--- config.mk ---
export PLATFORM = sky130hd
export DESIGN_NAME = dtpr_rem
export DESIGN_NICKNAME = d
export VERILOG_FILES = /design/src/hw/rtl/dtpr_pkg.sv /design/src/hw/rtl/dtpr_rem.sv
export SDC_FILE = /design/constraint.sdc
export NUM_CORES = 1
export LEC_CHECK = 0
export ABC_CLOCK_PERIOD_IN_PS = 2500
export BUFFER_PORTS_ARGS = -buffer_cell sky130_fd_sc_hd__buf_2
export CAP_MARGIN = 20
export CELL_PAD_IN_SITES_DETAIL_PLACEMENT = 0
export CELL_PAD_IN_SITES_GLOBAL_PLACEMENT = 2
export CORE_MARGIN = 3
export CORE_UTILIZATION = 32
export CTS_CLUSTER_SIZE = 20
export DETAILED_ROUTE_END_ITERATION = 12
export GPL_ROUTABILITY_DRIVEN = 0
export PLACE_DENSITY = 0.74
export SLEW_MARGIN = 20
export SYNTH_ARGS = -nofsm -noshare
export SYNTH_HDL_FRONTEND = slang
export SYNTH_SLANG_ARGS = --single-unit
--- constraint.sdc ---
create_clock -name i_clk -period 2.5 [get_ports i_clk]
set_input_delay 0.5 -clock i_clk [delete_from_list [all_inputs] [get_ports i_clk]]
set_output_delay 0.5 -clock i_clk [all_outputs]
set_load 0.01 [all_outputs]
--- src/hw/rtl/dtpr_pkg.sv ---
// Shared types, constants and helpers of the digit trie prefix rater.
`default_nettype none

package dtpr_pkg;

    // Default sizing
    localparam int unsigned NODE_COUNT_DEF = 4096;
    localparam int unsigned PLAN_COUNT_DEF = 4;

    // Trie shape
    localparam int unsigned FANOUT    = 10;
    localparam int unsigned DEPTH_MAX = 32;

    // Field widths
    localparam int unsigned RATE_W  = 32;
    localparam int unsigned IV_W    = 16;
    localparam int unsigned TAG_W   = 20;
    localparam int unsigned DUR_W   = 24;
    localparam int unsigned DEPTH_W = 6;
    localparam int unsigned RU_W    = DUR_W + 1;
    localparam int unsigned PROD_W  = RU_W + RATE_W;
    localparam int unsigned CHG_W   = 58;

    // Stream widths
    localparam int unsigned S_TDATA_W = 168;
    localparam int unsigned M_TDATA_W = 200;

    // Commands
    localparam logic CMD_LOOKUP = 1'b0;
    localparam logic CMD_INSERT = 1'b1;

    // Result status codes
    localparam logic [1:0] STATUS_LOOKUP = 2'd0;
    localparam logic [1:0] STATUS_INSERT = 2'd1;
    localparam logic [1:0] STATUS_FULL   = 2'd2;

    // One node's rating values
    typedef struct packed {
        logic [TAG_W-1:0]  tag;
        logic [RATE_W-1:0] connect;
        logic [IV_W-1:0]   interval;
        logic [RATE_W-1:0] vendor;
        logic [RATE_W-1:0] retail;
    } t_node;

    // Sequencer states
    typedef enum logic [2:0] {
        ST_CLEAR,
        ST_IDLE,
        ST_STEP,
        ST_START,
        ST_DIV,
        ST_MUL,
        ST_OUT
    } t_state;

    // Root node of a plan: plan modulo the plan count, by repeated subtraction
    function automatic logic [3:0] plan_root(input logic [1:0] plan,
                                             input int unsigned count);
        logic [4:0] r;
        r = {3'b000, plan};
        for (int i = 0; i < 4; i++) begin
            if (r >= 5'(count)) begin
                r = r - 5'(count);
            end
        end
        return r[3:0];
    endfunction

endpackage

`default_nettype wire

--- src/hw/rtl/dtpr_rem.sv ---
// Bit-serial remainder unit: call length modulo billing interval.
`default_nettype none

module dtpr_rem
    import dtpr_pkg::*;
(
    input  wire logic             i_clk,
    input  wire logic             i_rst_n,
    input  wire logic             i_start,
    input  wire logic [DUR_W-1:0] i_dividend,
    input  wire logic [IV_W-1:0]  i_divisor,
    output logic                  o_done,
    output logic [IV_W-1:0]       o_rem
);

    localparam int unsigned CW = $clog2(DUR_W);

    logic             r_busy;
    logic             r_done;
    logic [CW-1:0]    r_cnt;
    logic [DUR_W-1:0] r_dvd;
    logic [IV_W-1:0]  r_rem;
    logic [IV_W-1:0]  r_div;
    logic [IV_W:0]    trial;
    logic [IV_W:0]    diff;
    logic [IV_W-1:0]  n_rem;

    // Shift in one dividend bit and subtract where it fits
    always_comb begin
        trial = {r_rem, r_dvd[DUR_W-1]};
        diff  = trial - {1'b0, r_div};
        n_rem = (trial >= {1'b0, r_div}) ? diff[IV_W-1:0] : trial[IV_W-1:0];
    end

    // Control
    always_ff @(posedge i_clk) begin
        if (!i_rst_n) begin
            r_busy <= 1'b0;
            r_done <= 1'b0;
            r_cnt  <= '0;
        end else begin
            r_done <= 1'b0;
            if (i_start) begin
                r_busy <= 1'b1;
                r_cnt  <= '0;
            end else if (r_busy) begin
                r_cnt <= r_cnt + 1'b1;
                if (r_cnt == CW'(DUR_W - 1)) begin
                    r_busy <= 1'b0;
                    r_done <= 1'b1;
                end
            end
        end
    end

    // Datapath
    always_ff @(posedge i_clk) begin
        if (i_start) begin
            r_dvd <= i_dividend;
            r_rem <= '0;
            r_div <= i_divisor;
        end else if (r_busy) begin
            r_dvd <= {r_dvd[DUR_W-2:0], 1'b0};
            r_rem <= n_rem;
        end
    end

    assign o_done = r_done;
    assign o_rem  = r_rem;

endmodule

`default_nettype wire
==> flow_metrics.env, run 1 <==
export IMPL_clock_sinks=63
export IMPL_wl_mm=7.68
export IMPL_route_detailed_drc=0
export IMPL_end_kind="flop"
export IMPL_status="finished, violations left"
export IMPL_grt_pass1_wl_mm=12.6
export IMPL_die_h_um=108
export IMPL_root_buffer="clkbuf_8"
export IMPL_fmax_mhz=394
export IMPL_violations="negative setup slack"
export IMPL_drt_iter0_drc=83
export IMPL_cts_tree="built"
export IMPL_path_class="flop to flop"
export IMPL_routedWlPerCell_um=14.5
export IMPL_ioPinCount=60
export IMPL_crit_slowest_cell="edfxtp_1"
export IMPL_synth_main_ff_cell="edfxtp_1"
export IMPL_worst_slew_pin_slew_ns=0.546
export IMPL_period_share_pct=102
export IMPL_crit_arrival_ns=2.76
export IMPL_fin_crit_ns=2.54
export IMPL_synth_edf_count=40
export IMPL_h_tree_depth=3
export IMPL_setup_violations=1
export IMPL_async_flop_share_pct=0
export IMPL_drive_gt1_share_pct=40.2
export IMPL_grt_pass1_vias=2602
export IMPL_area_delta_synth_final_pct=30.3
export IMPL_layout_common_cells="buf_2 (59), edfxtp_1 (40), nand2_1 (28)"
export IMPL_place_inst=510
export IMPL_rows=36
export IMPL_antenna_found_initial=0
export IMPL_cts_buffers=9
export IMPL_synthCells=305
export IMPL_antenna_left=0
export IMPL_grt_overflow_total=0
export IMPL_rsz0062_at_grt="yes"
export IMPL_hold_viol=0
export IMPL_synth_area_per_cell_um2=11.0
export IMPL_synthDistinctLibCells=54
export IMPL_clk_latency_ns=0.35
export IMPL_n_antenna_cell=0
export IMPL_path_clk_slew_ns=0.08
export IMPL_max_vdd_ir_drop_mv=0.295
export IMPL_layout_commonest_cell="buf_2"
export IMPL_cp_cell_sequence="inv_2 > ha_4 > inv_2 > fa_2 > a211oi_2 > nor2_2 > a211o_1 > o311a_1 > nor2_2 > xor2_1 > o221ai_1"
export IMPL_maxSlewViolCount=0
export IMPL_place_area_um2=3940
export IMPL_hold_class="primary input to flop"
export IMPL_initial_utilization_pct=33.6
export IMPL_viasPerCell=4.94
export IMPL_setup_ws_ns=-0.0378
export IMPL_slew_headroom_pct=63.6
export IMPL_power_density_nw_per_um2=677
export IMPL_clock_skew_ns=0.00520
export IMPL_seq_area_frac_synth_pct=49.6
export IMPL_fp_dieArea_um2=11700
export IMPL_track_usage_pct=13.9
export IMPL_cts_hold_buf=0
export IMPL_netlist_area_um2=3350
export IMPL_syn_nets=366
export IMPL_leakagePower_nw=1.82
export IMPL_max_cap_viol_count=0
export IMPL_finalPower_mw=2.95
export IMPL_grt_start_max_net_pins=26
export IMPL_chipWidth_um=108
export IMPL_timing_setup_tns_ns=-0.0378
export IMPL_crit_fanout=3
export IMPL_nets=454
export IMPL_place_port_buffers=59
export IMPL_hpwlAfterDp_mm=5.61
export IMPL_ys_ff_latch=63
export IMPL_start_kind="flop"
export IMPL_vias=2625
export IMPL_ys_warn_count=0
export IMPL_clockBufferDepth=2
export IMPL_fillers=975
export IMPL_slowest_delay_ns=0.38
export IMPL_crit_buf_inv=2
export IMPL_core_um2=9950
export IMPL_path_delay_family="compound AO/OA/AOI/OAI gates"
export IMPL_worstPathRequired_ns=2.73
export IMPL_dr_pass1_iters=4
export IMPL_design_area_um2=4360
export IMPL_finalNonFillerCells=531
[timing repair]
action | in CTS | in global routing
gates resized for setup | 5 | 21
pin swaps | 2 | 19
buffers inserted | 2 | 3
endpoints found under the setup margin | 3 | 15
[area by class of cell]
class	instances	area, µm²	area share (%)
inverter	18	67.6	1.55
multi-input combinational	213	1720	39.4
clock buffer	9	124	2.84
clock inverter	7	103	2.35
sequential	63	1660	38.1
tap	133	166	3.81
timing repair buffer	88	520	11.9
[final timing paths]
path                               from                     end  slack [ns]  depth (start not counted)
setup / recovery    r_dvd[23]$_DFFE_PP_  o_rem[12]$_SDFFE_PP0P_       -0.04                         11
hold / removal             i_divisor[7]      r_div[7]$_DFFE_PP_        0.32                          1
setup reg to reg    r_dvd[23]$_DFFE_PP_  o_rem[12]$_SDFFE_PP0P_       -0.04                         11
hold reg to reg   r_cnt[4]$_SDFFE_PP0P_       o_done$_SDFF_PP0_        0.51                          2
[worst reg2reg max path, delay by kind of cell, from the launching register on]
family / cells / cell delay [ns]
xor gates and xnor gates: 1 / 0.14
and+or+nand+nor: 2 / 0.19
buffers and inverters: 2 / 0.12
DFF: 1 / 0.38
AOI/OAI and AO/OA: 4 / 1.09
adders and majority gates: 2 / 0.49
[report_power, final]
part | switching [mW] | internal (mW) | leakage (nW)
clock | 0.461 | 0.574 | 0.111
sequential | 0.0454 | 1.20 | 0.587
combinational | 0.329 | 0.340 | 1.12
total | 0.835 | 2.12 | 1.82
[per-stage QoR]
stage,hold WS (ns),utilization [%],worst slack (ns)
floorplan,0.467,-,0.0254
CTS,0.304,42.4,0.00151
finish,0.324,43.8,-0.0378
detailed placement,0.498,39.6,-0.133
global route,0.305,43.8,-0.180
global placement,0.495,39.6,-0.0959
[per-layer routing]
| layer | up-vias | wire length [µm] | GRT usage, % |
|---|---|---|---|
| li1 | 1306 | - | - |
| met1 | 1247 | 3480 | 17.3 |
| met2 | 61 | 3630 | 22.4 |
| met4 | 0 | 121 | 6.22 |
| met5 | - | 0 | 0 |
| met3 | 11 | 457 | 3.94 |
[sequential cells by signal (all words and copies together) (netlist names)]
name	count
r_dvd	24
r_div	16
r_busy	1
o_rem	16
o_done	1
r_cnt	5
[cells in the mapped netlist (6+ instances only)]
library cell / instances / area, µm²
a21oi_1: 9 / 45.0
nor3_1: 7 / 35.0
edfxtp_1: 40 / 1200
mux2_2: 24 / 270
xor2_1: 6 / 52.6
dfxtp_1: 23 / 460
ha_1: 17 / 213
o21ai_0: 6 / 30.0
a311oi_1: 8 / 70.1
nand2_1: 28 / 105
nand2b_1: 6 / 37.5
inv_1: 18 / 67.6
nor2_1: 29 / 109
clkbuf_1: 6 / 22.5
xnor2_1: 7 / 61.3
[kinds of logic after synthesis]
group | Yosys count | synth area share (%)
compound gates | 57 | 13.0
simple gates | 99 | 14.9
mux | 26 | 8.67
buf+inv | 29 | 3.51
xor+xnor | 13 | 3.40
fa+ha+maj | 18 | 6.95
flops | 63 | 49.6
Power figures use the tool's default switching activity.
==> run 2: changes to the inputs <==
Settings changed: MAX_ROUTING_LAYER set to met4.
==> run 2 against run 1 <==
Net effect:
- the run still ends with negative setup slack left
- combinational power barely moved
- cell count did not move
- register-to-register slack about the same
- utilization unchanged
- total power about the same
- critical path depth stayed put
- fmax decreased by 0.19%
- first-iteration DRC count grew 3.6%
- wire length is 0.17% higher
- largest cell class unchanged
==> flow_metrics.env, run 2 (same netlist as run 1, synthesis figures left out) <==
export IMPL_layout_common_cells="buf_2 (59), edfxtp_1 (40), nand2_1 (28)"
export IMPL_n_antenna_cell=0
export IMPL_crit_arrival_ns=2.77
export IMPL_largest_register="r_dvd"
export IMPL_vias=2608
export IMPL_h_tree_depth=3
export IMPL_max_cap_viol_count=0
export IMPL_preCtsSetupSlack_ns=-0.133
export IMPL_finalPower_mw=2.95
export IMPL_routedWlPerCell_um=14.5
export IMPL_area_delta_synth_final_pct=30.3
export IMPL_setup_ws_ns=-0.0426
export IMPL_wl_mm=7.69
export IMPL_cts_tree="built"
export IMPL_route_detailed_drc=0
export IMPL_crit_fanout=3
export IMPL_power_switching_mw=0.835
export IMPL_drt_iter0_drc=86
export IMPL_largest_register_ffs=24
export IMPL_hold_depth=1
export IMPL_antenna_found_initial=0
export IMPL_hpwlAfterDp_mm=5.61
export IMPL_place_port_buffers=59
export IMPL_track_usage_pct=14.4
export IMPL_slew_headroom_pct=63.5
export IMPL_r2r_cells=11
export IMPL_nets=454
export IMPL_grt_pass1_vias=2618
export IMPL_setup_violations=1
export IMPL_worstPathRequired_ns=2.72
export IMPL_cts_buffers=9
export IMPL_start_kind="flop"
export IMPL_end_kind="flop"
export IMPL_core_um2=9950
export IMPL_hold_end="r_div[7]$_DFFE_PP_"
export IMPL_initial_utilization_pct=33.6
export IMPL_design_area_um2=4360
export IMPL_grt_overflow_total=0
export IMPL_drive_gt1_share_pct=40.2
export IMPL_power_density_nw_per_um2=677
export IMPL_r2r_start="r_dvd[23]$_DFFE_PP_"
export IMPL_layout_commonest_cell="buf_2"
export IMPL_rows=36
export IMPL_violations="negative setup slack"
export IMPL_grt_pass1_wl_mm=12.6
export IMPL_clockBufferDepth=2
export IMPL_place_area_um2=3940
export IMPL_chipWidth_um=108
export IMPL_clock_sinks=63
export IMPL_max_vdd_ir_drop_mv=0.297
export IMPL_maxSlewViolCount=0
export IMPL_r2r_slack_ns=-0.04
export IMPL_period_share_pct=102
export IMPL_clock_skew_ns=0.00494
export IMPL_path_clk_slew_ns=0.08
export IMPL_hold_viol=0
export IMPL_path_class="flop to flop"
export IMPL_status="finished, violations left"
export IMPL_hold_class="primary input to flop"
export IMPL_fmax_mhz=393
export IMPL_clk_latency_ns=0.35
export IMPL_worstHoldStart="i_divisor[7]"
export IMPL_die_h_um=108
export IMPL_netSwitchingFraction_pct=28.3
export IMPL_comb_power_share_pct=22.7
export IMPL_dr_pass1_iters=5
export IMPL_clkPwrFrac_pct=35.0
export IMPL_grt_start_max_net_pins=26
export IMPL_antenna_left=0
export IMPL_leakagePower_nw=1.82
export IMPL_root_buffer="clkbuf_8"
export IMPL_rsz0062_at_grt="yes"
export IMPL_power_internal_mw=2.12
export IMPL_p_seq_share_pct=42.3
export IMPL_viasPerCell=4.91
export IMPL_r2r_end="o_rem[12]$_SDFFE_PP0P_"
export IMPL_worst_slew_pin_slew_ns=0.547
export IMPL_fp_dieArea_um2=11700
export IMPL_fin_crit_ns=2.54
export IMPL_ioPinCount=60
==> run 2: layer usage <==
layer | global-route usage (%) | share of wire, %
met1 | 17.8 | 46
met2 | 22.4 | 48
met3 | 3.94 | 5.2
met4 | 5.41 | 1.1
met5 | - | 0
==> run 2: worst max-delay path: stages, from the launching register on <==
cell	delay (ns)
edfxtp_1	0.38
inv_2	0.08
ha_4	0.13
inv_2	0.04
fa_2	0.36
a211oi_2	0.29
nor2_2	0.07
a211o_1	0.34
o311a_1	0.35
nor2_2	0.12
xor2_1	0.14
o221ai_1	0.11
==> run 2: worst max-delay path by stage <==
stage	startpoint	to	slack, ns	cells past startpoint
floorplan	r_dvd[23]$_DFFE_PP_	o_rem[12]$_SDFFE_PP0P_	0.03	11
global placement	r_dvd[23]$_DFFE_PP_	o_rem[12]$_SDFFE_PP0P_	-0.1	11
detailed placement	r_dvd[23]$_DFFE_PP_	o_rem[12]$_SDFFE_PP0P_	-0.13	11
CTS	r_div[1]$_DFFE_PP_	o_rem[0]$_SDFFE_PP0P_	0.002	9
global route	r_dvd[23]$_DFFE_PP_	o_rem[12]$_SDFFE_PP0P_	-0.18	11
finish	r_dvd[23]$_DFFE_PP_	o_rem[12]$_SDFFE_PP0P_	-0.04	11
==> run 2: stage by stage <==
| stage | hold slack [ns] | TNS, ns | cells | util [%] |
|---|---|---|---|---|
| finish | 0.323 | -0.0426 | 531 | 43.8 |
| global route | 0.300 | -0.581 | 531 | 43.8 |
| CTS | 0.304 | 0 | 528 | 42.4 |
| detailed placement | 0.498 | -0.139 | 510 | 39.6 |
| global placement | 0.495 | -0.0959 | 510 | 39.6 |
| floorplan | 0.467 | 0 | 305 | - |
==> run 2: what timing repair did <==
action,in CTS,in global routing
hold buffers,0,0
resized for setup,5,21
pin swaps,2,19
setup buffers,2,3
endpoints found under the setup margin,3,15
gates cloned,0,0
==> run 2: power by group through the flow <==
stage	sequential, mW	combinational, mW	clock [mW]
6_report	1.25	0.670	1.03
5_1_grt	1.26	0.746	1.11
4_1_cts	1.25	0.622	1.07
3_5_place_dp	1.27	0.596	0
3_3_place_gp	1.27	0.598	0
2_1_floorplan	1.27	0.381	0
==> run 2: layout make-up <==
class / instances / area (µm²)
well taps: 133 / 166
fillers: 975 / 5590
inverters: 18 / 67.6
multi-input cells: 213 / 1720
clock buffers: 9 / 124
clock inverters: 7 / 103
repair buffers: 88 / 520
flip-flops and latches: 63 / 1660
